==> src/rtl/bbcd_pkg.sv <==
package bbcd_pkg;

  localparam int unsigned BLOCK_W     = 24;
  localparam int unsigned SLOT_W      = 4;
  localparam int unsigned MAX_RESULTS = 16;
  localparam int unsigned CNT_W       = $clog2(MAX_RESULTS + 1);

  typedef enum logic [1:0] {
    OP_READ   = 2'd0,
    OP_DWRITE = 2'd1,
    OP_WRITE  = 2'd2,
    OP_FLUSH  = 2'd3
  } op_e;

  typedef struct packed {
    logic load;
    logic step;
  } cmd_t;

  typedef struct packed {
    logic done;
  } status_t;

endpackage

==> src/rtl/bbcd_ctrl.sv <==
module bbcd_ctrl (
  input  logic              clk_i,
  input  logic              rst_ni,
  input  logic              start,
  output logic              busy,
  output bbcd_pkg::cmd_t    cmd_o,
  input  bbcd_pkg::status_t status_i
);
  import bbcd_pkg::*;

  typedef enum logic {
    S_IDLE,
    S_WORK
  } state_e;

  state_e state_q, state_d;

  always_comb begin
    state_d    = state_q;
    cmd_o.load = 1'b0;
    cmd_o.step = 1'b0;
    unique case (state_q)
      S_IDLE: begin
        if (start) begin
          cmd_o.load = 1'b1;
          state_d    = S_WORK;
        end
      end
      S_WORK: begin
        cmd_o.step = 1'b1;
        if (status_i.done) begin
          state_d = S_IDLE;
        end
      end
      default: state_d = S_IDLE;
    endcase
  end

  always_ff @(posedge clk_i or negedge rst_ni) begin
    if (!rst_ni) begin
      state_q <= S_IDLE;
    end else begin
      state_q <= state_d;
    end
  end

  assign busy = (state_q != S_IDLE);

  assert property (@(posedge clk_i) disable iff (!rst_ni)
    (state_q == S_IDLE) |-> !cmd_o.step)
    else $error("step issued while idle");

  assert property (@(posedge clk_i) disable iff (!rst_ni)
    (state_q == S_WORK && status_i.done) |=> (state_q == S_IDLE))
    else $error("controller did not return to idle");

  assert property (@(posedge clk_i) disable iff (!rst_ni)
    (start && !busy) |=> busy)
    else $error("accepted item did not raise busy");

endmodule

==> src/rtl/bbcd_dpath.sv <==
module bbcd_dpath #(
  parameter int unsigned NUM_SLOTS         = 16,
  parameter int unsigned BLOCK_NUMBER_BITS = 24
) (
  input  logic                          clk_i,
  input  logic                          rst_ni,
  input  bbcd_pkg::cmd_t                cmd_i,
  output bbcd_pkg::status_t             status_o,
  input  logic [1:0]                    opcode_i,
  input  logic [bbcd_pkg::BLOCK_W-1:0]  block_number_i,
  input  logic [bbcd_pkg::SLOT_W-1:0]   slot_i,
  output logic                          result_valid_o,
  output logic [bbcd_pkg::SLOT_W-1:0]   result_slot_o,
  output logic                          hit_o,
  output logic                          needs_fetch_o,
  output logic                          writeback_valid_o,
  output logic [bbcd_pkg::BLOCK_W-1:0]  writeback_block_o,
  output logic                          last_o
);
  import bbcd_pkg::*;

  localparam int unsigned SlotW = $clog2(NUM_SLOTS);
  localparam int unsigned TagW  =
      (BLOCK_NUMBER_BITS < BLOCK_W) ? BLOCK_NUMBER_BITS : BLOCK_W;

  // latched item
  op_e              op_q;
  logic [TagW-1:0]  blk_q;
  logic [SLOT_W-1:0] slot_q;
  logic [SlotW-1:0] idx_q;
  logic [CNT_W-1:0] cnt_q;

  // directory
  logic [TagW-1:0]  tag_q  [NUM_SLOTS];
  logic             valid_q[NUM_SLOTS];
  logic             dirty_q[NUM_SLOTS];
  logic [SlotW-1:0] rank_q [NUM_SLOTS];

  logic [NUM_SLOTS-1:0] match, oldest, vd, above;
  logic                 hit;
  logic [SlotW-1:0]     hit_idx, old_idx, sel, slot_idx;
  logic [SlotW+3:0]     slot_ext, sel_ext;
  logic                 in_range, wr_ok;
  logic [SlotW-1:0]     sel_rank;
  logic [TagW-1:0]      sel_tag;
  logic                 here, any_above;

  logic                 emit, last, newest, set_dirty, clr_dirty, retag;
  logic                 r_hit, r_fetch, r_wbv, r_zero_slot;

  always_comb begin
    hit_idx = '0;
    old_idx = '0;
    for (int i = NUM_SLOTS - 1; i >= 0; i--) begin
      match[i]  = valid_q[i] && (tag_q[i] == blk_q);
      oldest[i] = (rank_q[i] == SlotW'(NUM_SLOTS - 1));
      vd[i]     = valid_q[i] && dirty_q[i];
      above[i]  = (SlotW'(i) > idx_q);
      if (match[i]) begin
        hit_idx = SlotW'(i);
      end
      if (oldest[i]) begin
        old_idx = SlotW'(i);
      end
    end
  end

  assign hit       = |match;
  assign any_above = |(vd & above);
  assign slot_ext  = {{SlotW{1'b0}}, slot_q};
  assign slot_idx  = slot_ext[SlotW-1:0];
  assign in_range  = (slot_ext < (SlotW + 4)'(NUM_SLOTS));
  assign wr_ok     = in_range && valid_q[slot_idx];
  assign here      = vd[idx_q];

  always_comb begin
    case (op_q)
      OP_READ:             sel = hit ? hit_idx : old_idx;
      OP_DWRITE, OP_WRITE: sel = slot_idx;
      default:             sel = idx_q;
    endcase
  end

  assign sel_rank = rank_q[sel];
  assign sel_tag  = tag_q[sel];
  assign sel_ext  = {4'b0000, sel};

  always_comb begin
    emit        = 1'b1;
    last        = 1'b1;
    newest      = 1'b0;
    set_dirty   = 1'b0;
    clr_dirty   = 1'b0;
    retag       = 1'b0;
    r_hit       = 1'b0;
    r_fetch     = 1'b0;
    r_wbv       = 1'b0;
    r_zero_slot = 1'b0;
    unique case (op_q)
      OP_READ: begin
        r_hit   = hit;
        r_fetch = !hit;
        r_wbv   = !hit && valid_q[old_idx] && dirty_q[old_idx];
        newest  = !hit;
        retag   = !hit;
        clr_dirty = !hit;
      end
      OP_DWRITE: begin
        newest    = wr_ok;
        set_dirty = wr_ok;
      end
      OP_WRITE: begin
        newest    = wr_ok;
        clr_dirty = wr_ok;
        r_wbv     = wr_ok;
      end
      OP_FLUSH: begin
        emit        = here || !any_above;
        last        = !here || !any_above || (cnt_q == CNT_W'(MAX_RESULTS - 1));
        newest      = here;
        clr_dirty   = here;
        r_wbv       = here;
        r_zero_slot = !here;
      end
      default: emit = 1'b1;
    endcase
  end

  assign status_o.done = emit && last;

  always_ff @(posedge clk_i) begin
    if (cmd_i.load) begin
      op_q   <= op_e'(opcode_i);
      blk_q  <= block_number_i[TagW-1:0];
      slot_q <= slot_i;
    end
    if (cmd_i.step && retag) begin
      tag_q[sel] <= blk_q;
    end
  end

  always_ff @(posedge clk_i or negedge rst_ni) begin
    if (!rst_ni) begin
      idx_q <= '0;
      cnt_q <= '0;
      for (int i = 0; i < NUM_SLOTS; i++) begin
        valid_q[i] <= 1'b0;
        dirty_q[i] <= 1'b0;
        rank_q[i]  <= SlotW'(i);
      end
    end else begin
      if (cmd_i.load) begin
        idx_q <= '0;
        cnt_q <= '0;
      end else if (cmd_i.step) begin
        idx_q <= idx_q + 1'b1;
        cnt_q <= cnt_q + CNT_W'(here);
        if (retag) begin
          valid_q[sel] <= 1'b1;
        end
        if (set_dirty) begin
          dirty_q[sel] <= 1'b1;
        end else if (clr_dirty) begin
          dirty_q[sel] <= 1'b0;
        end
        if (newest) begin
          for (int i = 0; i < NUM_SLOTS; i++) begin
            if (rank_q[i] < sel_rank) begin
              rank_q[i] <= rank_q[i] + 1'b1;
            end
          end
          rank_q[sel] <= '0;
        end
      end
    end
  end

  // result register, one-cycle strobe
  always_ff @(posedge clk_i or negedge rst_ni) begin
    if (!rst_ni) begin
      result_valid_o <= 1'b0;
    end else begin
      result_valid_o <= cmd_i.step && emit;
    end
  end

  always_ff @(posedge clk_i) begin
    if (cmd_i.step && emit) begin
      result_slot_o     <= r_zero_slot ? '0 :
                           (op_q == OP_DWRITE || op_q == OP_WRITE) ? slot_q :
                           sel_ext[SLOT_W-1:0];
      hit_o             <= r_hit;
      needs_fetch_o     <= r_fetch;
      writeback_valid_o <= r_wbv;
      writeback_block_o <= r_wbv ? BLOCK_W'(sel_tag) : '0;
      last_o            <= last;
    end
  end

  assert property (@(posedge clk_i) disable iff (!rst_ni) $onehot(oldest))
    else $error("age ranks lost exactly one oldest slot");

  assert property (@(posedge clk_i) disable iff (!rst_ni) $onehot0(match))
    else $error("block cached in more than one slot");

  assert property (@(posedge clk_i) disable iff (!rst_ni)
    (cmd_i.step && op_q == OP_FLUSH) |-> (cnt_q < CNT_W'(MAX_RESULTS)))
    else $error("flush emitted too many write-backs");

endmodule

==> src/rtl/block_buffer_cache_directory.sv <==
// block buffer cache directory
// command channel: drive opcode_i, block_number_i and slot_i with start high;
// the item is taken at the edge where start is high and busy is low.
// result channel: result_valid_o marks each result for exactly one cycle;
// the receiver has no way to hold results back, so it must take them as
// they come. last_o marks the final result of an item.
// read, delayed write and write: the result strobe rises one cycle after
// the accepting edge and busy drops after one working cycle, so a new item
// is taken while the result is shown, giving one item every 2 cycles.
// flush walks the slots one per cycle in index order in the working state,
// at most one write-back per cycle, stopping after the last dirty slot or
// the sixteenth write-back: 1 to NUM_SLOTS working cycles.
// the tag lookup compares all slot tags in parallel in that working cycle.
// reset clears valid and dirty marks at once and sets the highest slot
// oldest; no clearing pass is needed and the block is ready right away.
module block_buffer_cache_directory #(
  parameter int unsigned NUM_SLOTS         = 16,
  parameter int unsigned BLOCK_NUMBER_BITS = 24
) (
  input  logic                          clk_i,
  input  logic                          rst_ni,
  input  logic                          start,
  output logic                          busy,
  input  logic [1:0]                    opcode_i,
  input  logic [bbcd_pkg::BLOCK_W-1:0]  block_number_i,
  input  logic [bbcd_pkg::SLOT_W-1:0]   slot_i,
  output logic                          result_valid_o,
  output logic [bbcd_pkg::SLOT_W-1:0]   result_slot_o,
  output logic                          hit_o,
  output logic                          needs_fetch_o,
  output logic                          writeback_valid_o,
  output logic [bbcd_pkg::BLOCK_W-1:0]  writeback_block_o,
  output logic                          last_o
);
  import bbcd_pkg::*;

  cmd_t    cmd;
  status_t status;

  bbcd_ctrl u_ctrl (
    .clk_i    (clk_i),
    .rst_ni   (rst_ni),
    .start    (start),
    .busy     (busy),
    .cmd_o    (cmd),
    .status_i (status)
  );

  bbcd_dpath #(
    .NUM_SLOTS         (NUM_SLOTS),
    .BLOCK_NUMBER_BITS (BLOCK_NUMBER_BITS)
  ) u_dpath (
    .clk_i             (clk_i),
    .rst_ni            (rst_ni),
    .cmd_i             (cmd),
    .status_o          (status),
    .opcode_i          (opcode_i),
    .block_number_i    (block_number_i),
    .slot_i            (slot_i),
    .result_valid_o    (result_valid_o),
    .result_slot_o     (result_slot_o),
    .hit_o             (hit_o),
    .needs_fetch_o     (needs_fetch_o),
    .writeback_valid_o (writeback_valid_o),
    .writeback_block_o (writeback_block_o),
    .last_o            (last_o)
  );

endmodule

==> config.mk <==
export PLATFORM = sky130hd
export DESIGN_NAME = block_buffer_cache_directory
export DESIGN_NICKNAME = d
export VERILOG_FILES = /design/src/rtl/bbcd_pkg.sv /design/src/rtl/bbcd_ctrl.sv /design/src/rtl/bbcd_dpath.sv /design/src/rtl/block_buffer_cache_directory.sv
export SDC_FILE = /design/constraint.sdc
export NUM_CORES = 1
export LEC_CHECK = 0
export ABC_CLOCK_PERIOD_IN_PS = 14100
export BUFFER_PORTS_ARGS = -buffer_cell sky130_fd_sc_hd__buf_4
export CELL_PAD_IN_SITES_DETAIL_PLACEMENT = 1
export CELL_PAD_IN_SITES_GLOBAL_PLACEMENT = 2
export CORE_MARGIN = 4
export CORE_UTILIZATION = 47
export DETAILED_ROUTE_END_ITERATION = 10
export GPL_TIMING_DRIVEN = 0
export HOLD_SLACK_MARGIN = 0.12
export PLACE_DENSITY_LB_ADDON = 0.1
export SLEW_MARGIN = 15
export SYNTH_ARGS = -nofsm -noshare
export SYNTH_HDL_FRONTEND = slang
export SYNTH_SLANG_ARGS = --single-unit
==> constraint.sdc <==
create_clock -name clk_i -period 14.1 [get_ports clk_i]
set_clock_uncertainty 0.15 [all_clocks]
set_input_delay 2.82 -clock clk_i [delete_from_list [all_inputs] [get_ports clk_i]]
set_output_delay 2.82 -clock clk_i [all_outputs]
set_load 0.005 [all_outputs]
# --- After elaboration in Yosys (flattened, before gate mapping) ---
# Memories as Yosys holds them, arrays and structs flattened. A register that Yosys moved wholly into a read port is not among the register bits.
# Cells that the tools add are included.
op_classes:
  n_addsub: 18
  mul: 0
  n_div: 0
  order_cmp: 38
  eq_ne: 36
  shift: 0
  n_mux: 138
  bitwise: 12
  n_reduce_logical: 56
ops:
  columns: ["op", "count"]
  rows:
  - ["2-to-1 mux 4 bit", 103]
  - ["equality test 24 bit", 16]
  - ["adder 4 x 1 -> 4 bit (second input constant)", 17]
  - ["AND 64 bit", 1]
  - ["equality test 4 bit (second input constant)", 16]
  - ["< comparator 4 bit", 16]
  - ["NOT 64 bit", 1]
  - ["logical AND 1 bit", 39]
  - ["AND 16 bit", 2]
  - ["greater-than comparator 4 bit (first input constant)", 8]
  - ["2-to-1 mux 16 bit", 2]
  - ["OR 16 bit", 2]
  - ["OR reduction 16 bit", 2]
  - ["2-to-1 mux 1 bit", 19]
  - ["binary-select mux 1 bit (select 4 bit)", 4]
  - ["binary-select mux 4 bit (select 4 bit)", 1]
  - ["demux 4 bit (select 4 bit)", 1]
  - ["greater-than comparator 3 x 4 -> 1 bit (first input constant)", 4]
  - ["NOT 16 bit", 1]
  - ["greater-or-equal comparator 5 bit (second input constant)", 3]
  - ["NOT 4 -> 5 bit", 3]
  - ["< comparator 4 x 5 -> 1 bit (second input constant)", 2]
  - ["2-to-1 mux 5 bit", 2]
  - ["case mux 1 bit (3 select lines)", 3]
  - ["other kinds (17)", 30]
totals:
  ff_bits: 145
  latchBits: 0
  ram_bits: 384
  mem_bits_ro: 0
  in_bits: 33
  output_inout_bits: 34
  elab_cells: 359
  memories: 1
memory_table:
  columns: ["memory", "words", "word_bits", "read_ports", "rd_clocked_by_memory_dff", "write_ports", "line", "rtl"]
  rows:
  - ["u_dpath.tag_q", 16, 24, 17, 1, 1, "bbcd_dpath.sv:34", "logic [TagW-1:0] tag_q [NUM_SLOTS];"]

# --- Longest topological paths before layout ---
# Gate-level depths: netlist (run 1).
# An unclocked memory read counts as a cell.
logic_depth:
  ltp_word: 31
  mapped_depth: 27
  mapped_depth_nobuf: 22

# --- Modules after synthesis ---
# A second synthesis (run 1) with hierarchy kept.
hier_totals:
  cells_unflattened: 2687
  hier_area_um2: 31233.7
modules_own_cells:
  columns: ["mod", "n_inst", "cells_per_inst", "area_each_um2", "seq_area_each_um2"]
  rows:
  - ["bbcd_dpath", 1, 2682, 31186.2, 16085.4]
  - ["bbcd_ctrl", 1, 5, 47.5, 25.0]

# --- Least setup slack after synthesis (run 1) ---
# Ideal clock, no wire load.
synth_timing:
  kind: "register -> register"
  from: "reg u_dpath.blk_q[20]"
  to: "reg u_dpath.rank_q[51] (netlist bit)"
  setup_time_ns: 0.077
  arrival_ns: 6.247
  required_time_ns: 13.873
  setup_slack_ns: 7.626
  stages_incl_launch_ff: 24
  n_path_buf: 5
  path_cell_list: "edfxtp_1 buf_4 xnor2_1 nand4_1 or4_4 nor4_4 a221oi_1 o221a_1 o21bai_1 a31o_2 buf_2 buf_1 clkbuf_1 buf_1 nand3_1 o21ai_0 o21ai_0 o21ai_0 ha_1 a21oi_1 nand2_1 o21a_1 or4_1 a21oi_1"
synth_via:
  elab_chain_len: 30
synth_rtl:
  columns: ["item", "line", "rtl"]
  rows:
  - ["start: declaration", "bbcd_dpath.sv:28", "logic [TagW-1:0] blk_q;"]
  - ["start signal: assignment", "bbcd_dpath.sv:134", "blk_q <= block_number_i[TagW-1:0];"]
  - ["equality test 24 bit", "bbcd_dpath.sv:55", "match[i] = valid_q[i] && (tag_q[i] == blk_q);"]
  - ["logical AND 1 bit", "bbcd_dpath.sv:55", null]
  - ["2-to-1 mux 4 bit (16 in series)", "bbcd_dpath.sv:59", "if (match[i]) begin"]
  - ["2-to-1 mux 4 bit", "bbcd_dpath.sv:78", "OP_READ: sel = hit ? hit_idx : old_idx;"]
  - ["case mux 4 bit (2 select lines)", "bbcd_dpath.sv:77", "case (op_q)"]
  - ["NOT 4 -> 5 bit (implied by the code)", "bbcd_dpath.sv:84, bbcd_dpath.sv:172", null]
  - ["binary-select mux 4 bit (select 4 bit)", "bbcd_dpath.sv:84", "assign sel_rank = rank_q[sel];"]
  - ["2-to-1 mux 4 bit (implied by the code) (2 in series)", "bbcd_dpath.sv:84", null]
  - ["< comparator 4 bit", "bbcd_dpath.sv:168", "if (rank_q[i] < sel_rank) begin"]
  - ["2-to-1 mux 4 bit", "bbcd_dpath.sv:168", null]
  - ["2-to-1 mux 4 bit", "bbcd_dpath.sv:166", "if (newest) begin"]
  - ["2-to-1 mux 4 bit", "bbcd_dpath.sv:155", "end else if (cmd_i.step) begin"]
  - ["2-to-1 mux 4 bit", "bbcd_dpath.sv:152", "if (cmd_i.load) begin"]
  - ["AND 64 bit (no line)", null, null]
  - ["end signal: indexed assignment", "bbcd_dpath.sv:149", "rank_q[i] <= SlotW'(i);"]
  - ["end signal: indexed assignment", "bbcd_dpath.sv:169", "rank_q[i] <= rank_q[i] + 1'b1;"]
  - ["end: declaration", "bbcd_dpath.sv:37", "logic [SlotW-1:0] rank_q [NUM_SLOTS];"]
# Parallel ways exist; a longest one is shown, timed or not. The select of a mux whose other input is x is not followed.
# A chain may end at the register's enable or synchronous reset.

# --- Worst setup path in the final report (run 1) ---
layout_timing:
  from: "reg u_dpath.blk_q[22]"
  to: "reg u_dpath.rank_q[35] (netlist bit)"
# The elaborated chain is that of the path after synthesis.

==> impl_metrics.toml, run 1 <==
[die]
rows = 93
die_w_um = 265
start_util_pct = 47.9
core_um2 = 64900
die-area_um2 = 70300
die_y_um = 265
io_pins = 67

[synth]
syn-mean-instance-area_um2 = 11.1
yosysTopAreaCellShare_pct = 43.1
ys_seq_elements = 553
synth_ff_type = "edfxtp_1"
async_reset_ff_share_pct = 19.3
ys_seq_area_share_pct = 51.9
yosysWarnings = 0
synth_cell_types = 82
yosysTopAreaCell = "edfxtp_1"
syn_inst = 2809
synth_edf_count = 446
synth_most_common_cell = "edfxtp_1"
netlist_area_um2 = 31100
synth_nets = 2916
synth.top_cells.by_count = "edfxtp_1, nand2_1, xnor2_1, nor2_1, nand4_1"
ys_top_cells_by_area = "edfxtp_1, xnor2_1, dfrtp_1, nand2_1, xor2_1"

[run]
maxCapViolations = 0

[setup_path]
arrival_ps = 10700
timing.rr.start = "u_dpath.blk_q[22]$_DFFE_PP_"
crit_required_ps = 14480
critical_path.startpoint = "u_dpath.blk_q[22]$_DFFE_PP_"
worstSetupStartpointType = "register"
crit_type = "reg2reg"
end_kind = "register"
path_max_fanout = 17

[sta]
period_needed_ps = 10320
post-route-period-util_pct = 73.2
hold_viol = 0
tightest_slew_ps = 1340
hold_ws_ps = 357
fin_tns_setup_ps = 0
setup_viol_count_final = 0
max_slew_margin_pct = 10.4
fmax_mhz = 96.9
slew_viol_final = 0
rsz0062_at_grt = "false"

[grt]
grt_start_max_net_pins = 75
grt_pass1_wl_um = 198000
antenna_found_initial = 6
grt_use_total_pct = 39.8
first_global_vias = 26485
grt.overflow.total = 0

[cts]
cts-root-buf = "clkbuf_16"
cts_tree = "done"
numCtsBuffers = 66
cts_sinks = 553
cts_setup_buffers = 0
clk_latency_ps = 640
clkTransAtPathRegs_ps = 60
ctsResizeCount = 0
clockBufferDepth = 3
cts_hold_buf = 0
cts-htree-levels = 3

[cells_and_area]
stdcell_area_um2 = 35400
syn_to_final_growth_pct = 13.9
fin_nets = 3071
drive_gt1_share_pct = 13.0
fill_cells = 6850
regArea_um2 = 16100
multiInputGateArea_um2 = 14200

[route]
drtIter0Drc = 3442
detail-route-antenna-nets = 0
detail_route.first_pass.iterations = 6
num_vias = 25941
drcViolationCount = 0
avgRoutedWirePerCell_um = 36.9
vias_per_cell = 6.70
wl_um = 143000

[pwr]
p_leak_nw = 12.5
peakVddDrop_mv = 0.124
pwr_density_cell_nw_per_um2 = 213
total_power_w = 0.00753

[placement]
place_area_um2 = 33300
dp.final_hpwl_um = 109000
gp_congestion = 1.08
io_buffers = 66

[status]
status = "completed"

[worst_hold_path]
holdCritPathClass = "reg2reg"
min_from = "u_dpath.rank_q[31]$_DFFE_PN1P_"
-- stage by stage --
stage / cells / worst slack (ps) / utilization (%)
floorplan: 2809 / 7630 / -
global placement: 3730 / 2740 / 50.3
detailed placement: 3751 / 4210 / 51.2
CTS: 3868 / 4180 / 54.5
global route: 3868 / 3740 / 54.5
finish: 3869 / 3780 / 54.5
-- power breakdown --
group	total [W]	leakage, nW	switching, W	internal (W)
combinational	0.00344	6.06	0.00238	0.00106
clock	0.00173	1.04	0.000742	0.000992
sequential	0.00235	5.35	0.000313	0.00204
-- critical path: stages, from the launching register on --
cell and delay [ps]:
edfxtp_1 1040, buf_6 300, buf_4 340, xor2_1 230, nor4_1 780, and3_1 360, nand4_1 100, nand4_1 290
nor2_1 190, a311o_1 390, o21ai_2 610, clkbuf_1 950, clkbuf_1 960, buf_1 730, nand2_1 130, nand3_1 110
o21ai_0 220, o21ai_0 310, o21ai_2 220, buf_8 280, ha_1 310, a21oi_1 160, nand2_1 70, o21a_1 260
or4_1 490, a21oi_1 180
-- cell type report --
class | count | area share, %
diodes | 1 | 0.00707
plain buffers | 159 | 2.33
multi-input cells | 2065 | 40.0
clock buffers | 78 | 5.00
well taps | 855 | 3.02
inverters | 32 | 0.340
clock inverters | 39 | 0.987
repair buffers | 87 | 2.76
flip-flops and latches | 553 | 45.5
-- flip-flops by register name, indices dropped and copies added (netlist names), named ones only --
| name | count |
|---|---|
| u_dpath.writeback_block_o | 24 |
| u_dpath.tag_q | 384 |
| u_dpath.cnt_q | 5 |
| u_dpath.hit_o | 1 |
| u_dpath.slot_idx | 4 |
| u_dpath.needs_fetch_o | 1 |
| u_dpath.writeback_valid_o | 1 |
| u_dpath.blk_q | 24 |
| u_dpath.result_valid_o | 1 |
| u_dpath.rank_q | 64 |
| u_dpath.valid_q | 16 |
| u_dpath.result_slot_o | 4 |
| u_ctrl.busy | 1 |
| u_dpath.idx_q | 4 |
| u_dpath.op_q | 2 |
| u_dpath.last_o | 1 |
-- layout by cell type (no fill, tap or decap), types with 49 or more instances in the layout --
cell type  instances
nor2_1           130
xor2_1           126
nor4_1            56
a211oi_1          85
nand4_1          136
and2_1            79
ha_1              74
xnor2_1          254
nand2_1          381
nand3_1           83
a31oi_1           58
mux2_2            49
buf_4             80
a21oi_1           70
edfxtp_1         446
clkbuf_16         69
dfrtp_1           75
clkbuf_1          79
-- cells by family after synthesis --
family / count (synthesis) / share of synthesized area, %
flops: 553 / 51.9
compound gates: 466 / 10.9
fa+ha+maj: 74 / 2.98
simple gates: 1056 / 16.9
mux: 81 / 3.21
buf+inv: 191 / 3.04
xor+xnor: 388 / 11.1
-- worst paths after layout --
| check | end | slack (ps) | cells past startpoint |
|---|---|---|---|
| max | u_dpath.rank_q[35]$_DFFE_PN0P_ | 3780 | 25 |
| min | u_dpath.rank_q[31]$_DFFE_PN1P_ | 360 | 2 |
| max reg2reg | u_dpath.rank_q[35]$_DFFE_PN0P_ | 3780 | 25 |
| min reg2reg | u_dpath.rank_q[31]$_DFFE_PN1P_ | 360 | 2 |
| max in group asynchronous | u_dpath.rank_q[53]$_DFFE_PN1P_ | 11060 | 2 |
| min in group asynchronous | u_dpath.rank_q[22]$_DFFE_PN0P_ | 1950 | 1 |
-- routing by layer --
layer | global-route usage (%) | vias to the layer above | share of wire [%]
met4 | 29.8 | 8 | 9.6
li1 | - | 10796 | -
met2 | 64.5 | 1528 | 46
met1 | 47.5 | 13160 | 36
met3 | 7.29 | 449 | 8.5
met5 | 0 | - | 0.034
(Power assumes the default switching activity.)
==> run 2: changes to the inputs <==
--- a/config.mk
+++ b/config.mk
@@ -5,12 +5,13 @@
 export SDC_FILE = /design/constraint.sdc
 export NUM_CORES = 1
 export LEC_CHECK = 0
-export ABC_CLOCK_PERIOD_IN_PS = 14100
+export ABC_AREA = 1
+export ABC_CLOCK_PERIOD_IN_PS = 9200
 export BUFFER_PORTS_ARGS = -buffer_cell sky130_fd_sc_hd__buf_4
 export CELL_PAD_IN_SITES_DETAIL_PLACEMENT = 1
 export CELL_PAD_IN_SITES_GLOBAL_PLACEMENT = 2
 export CORE_MARGIN = 4
-export CORE_UTILIZATION = 47
+export CORE_UTILIZATION = 37
 export DETAILED_ROUTE_END_ITERATION = 10
 export GPL_TIMING_DRIVEN = 0
 export HOLD_SLACK_MARGIN = 0.12
==> constraint.sdc (replaced) <==
create_clock -name clk_i -period 9.2 [get_ports clk_i]
set_clock_uncertainty 0.15 [all_clocks]
set_input_delay 1.84 -clock clk_i [delete_from_list [all_inputs] [get_ports clk_i]]
set_output_delay 1.84 -clock clk_i [all_outputs]
set_load 0.005 [all_outputs]
==> impl_metrics.toml, run 2 <==
[status]
status = "completed"

[die]
start_util_pct = 37.5
die-area_um2 = 86900
rows = 104
die_w_um = 295
io_pins = 67
die_y_um = 295
core_um2 = 81100

[synth]
ys_seq_elements = 553
synth.top_cells.by_count = "nand2_1, inv_1, edfxtp_1, nor2_1, o22ai_1"
syn-mean-instance-area_um2 = 9.13
ys_seq_area_share_pct = 52.9
async_reset_ff_share_pct = 19.3
yosysTopAreaCellShare_pct = 44.0
synth_nets = 3441
netlist_area_um2 = 30400
syn_inst = 3334
synth_ff_type = "edfxtp_1"
synth_edf_count = 446
yosysWarnings = 0
synth_cell_types = 58
synth_most_common_cell = "nand2_1"
ys_top_cells_by_area = "edfxtp_1, nand2_1, dfrtp_1, inv_1, o22ai_1"
yosysTopAreaCell = "edfxtp_1"

[cts]
cts-root-buf = "clkbuf_16"
clockBufferDepth = 3
cts_sinks = 553
clk_latency_ps = 650
cts-htree-levels = 3
clkTransAtPathRegs_ps = 60
numCtsBuffers = 70
cts_tree = "done"

[pwr]
pwr-share-comb_pct = 46.9
netSwitchingPower_w = 0.00586
switching_share_pct = 47.7
peakVddDrop_mv = 0.225
power_frac_clock_pct = 23.1
pwr_density_cell_nw_per_um2 = 347
seqPwrFrac_pct = 30.0
p_int_w = 0.00642
p_leak_nw = 14.5
total_power_w = 0.0123

[sta]
fin_tns_setup_ps = 0
tightest_slew_ps = 1390
post-route-period-util_pct = 97.0
slew_viol_final = 0
period_needed_ps = 8920
max_slew_margin_pct = 7.13
worst_slack_ps = 281
rsz0062_at_grt = "false"
fmax_mhz = 112
hold_ws_ps = 344
setup_viol_count_final = 0
hold_viol = 0

[route]
drcViolationCount = 0
vias_per_cell = 6.20
detail-route-antenna-nets = 0
wl_um = 171000
num_vias = 28659
drtIter0Drc = 3762
avgRoutedWirePerCell_um = 37.1
detail_route.first_pass.iterations = 5

[setup_path]
crit_type = "reg2reg"
timing.rr.start = "u_dpath.blk_q[2]$_DFFE_PP_"
reg2reg_to = "u_dpath.rank_q[56]$_DFFE_PN1P_"
path_max_fanout = 17
reg2reg_slack_ps = 280
worstSetupStartpointType = "register"
r2r_cells = 27
end_kind = "register"
arrival_ps = 9300
crit_required_ps = 9580

[cells_and_area]
drive_gt1_share_pct = 11.6
largest_reg_flops = 384
layout_commonest_cell = "nand2_1"
fin_nets = 3608
top_register = "u_dpath.tag_q"
final_cell_mix = "nand2_1, inv_1, edfxtp_1, o22ai_1, nor2_1"
syn_to_final_growth_pct = 16.2
top_regs = "u_dpath.tag_q: 384 flops, u_dpath.rank_q: 64 flops"
stdcell_area_um2 = 35400

[worst_hold_path]
holdCritPathClass = "reg2reg"
hold_path_depth = 1

[grt]
grt_pass1_wl_um = 232000
grt_start_max_net_pins = 62
antenna_found_initial = 14
grt_use_total_pct = 38.8
grt.overflow.total = 0
first_global_vias = 28817

[placement]
gp_congestion = 1.00
dp.final_hpwl_um = 124000
place_area_um2 = 33000
io_buffers = 66
post-place-ws_ps = 151

[run]
maxCapViolations = 0
==> run 2: final cells by class <==
cell class | instances | area [um2]
fillers | 9254 | 45700
flip-flops and latches | 553 | 16100
multi-input cells | 2129 | 11700
inverters | 508 | 1920
clock buffers | 95 | 1910
well taps | 1060 | 1330
repair buffers | 95 | 1130
plain buffers | 144 | 908
clock inverters | 30 | 369
diodes | 6 | 15.0
==> run 2: kinds of logic after synthesis <==
kind of cell             Yosys count  synth area share, %
AO/OA/AOI/OAI                    747                 14.9
XOR/XNOR                          94                 2.70
adder cells (fa/ha/maj)           74                 3.04
buffers and inverters            652                 9.16
flip-flops                       553                 52.9
multiplexers                       2               0.0740
AND/OR/NAND/NOR                 1212                 17.2
==> run 2: how the worst max path moves through the flow <==
stage | start | slack, ps | endpoint
6_report | u_dpath.blk_q[2]$_DFFE_PP_ | 280 | u_dpath.rank_q[56]$_DFFE_PN1P_
5_1_grt | u_dpath.blk_q[4]$_DFFE_PP_ | 240 | u_dpath.rank_q[50]$_DFFE_PN0P_
4_1_cts | u_dpath.blk_q[4]$_DFFE_PP_ | 90 | u_dpath.rank_q[26]$_DFFE_PN0P_
3_5_place_dp | u_dpath.blk_q[4]$_DFFE_PP_ | 150 | u_dpath.rank_q[26]$_DFFE_PN0P_
3_3_place_gp | u_dpath.blk_q[9]$_DFFE_PP_ | -310 | u_dpath.rank_q[22]$_DFFE_PN0P_
2_1_floorplan | u_dpath.blk_q[20]$_DFFE_PP_ | 4450 | u_dpath.rank_q[62]$_DFFE_PN0P_
==> run 2: stage by stage <==
step / util (%) / std cells
finish: 43.6 / 4620
global placement: 39.8 / 4460
CTS: 43.6 / 4611
detailed placement: 40.8 / 4486
global route: 43.6 / 4614
floorplan: - / 3334
==> run 2: power groups by stage <==
stage               registers, W  clock network (W)  logic (W)
floorplan                0.00351                  0    0.00299
global placement         0.00373                  0    0.00527
detailed placement       0.00371                  0    0.00554
CTS                      0.00367            0.00285    0.00556
global route             0.00371            0.00297    0.00609
finish                   0.00368            0.00284    0.00576
==> run 2: per-layer routing <==
| metal | global-route usage (%) | up-vias | part of all wire, % |
|---|---|---|---|
| li1 | - | 11913 | - |
| met1 | 46.7 | 14518 | 37 |
| met2 | 62.5 | 1692 | 45 |
| met3 | 7.35 | 536 | 8.7 |
| met4 | 28.5 | 0 | 9.1 |
| met5 | 0 | - | 0 |
==> run 2: repair_timing <==
action	CTS	global route
buffers inserted	0	3
endpoints found under the hold margin	0	0
hold buffers	0	0
resized for setup	0	3
setup endpoints to repair	0	64
==> run 2: critical path, cell delays in order, from the launching register on <==
cell,delay (ps)
edfxtp_1,1270
buf_4,370
buf_6,270
xnor2_1,310
nand2_1,290
nor3_1,340
nand4_1,510
nor2_1,310
nor2_1,100
nand2_2,110
nor2_4,50
nand2_1,60
nand2_1,130
inv_2,120
nand3_2,140
a21oi_4,460
nor2_1,130
inv_1,100
buf_2,260
buf_1,920
o22ai_1,160
o21ai_0,300
o2111a_2,670
ha_1,370
a21oi_1,330
nand3_1,180
nand2_1,80
nor3b_1,230
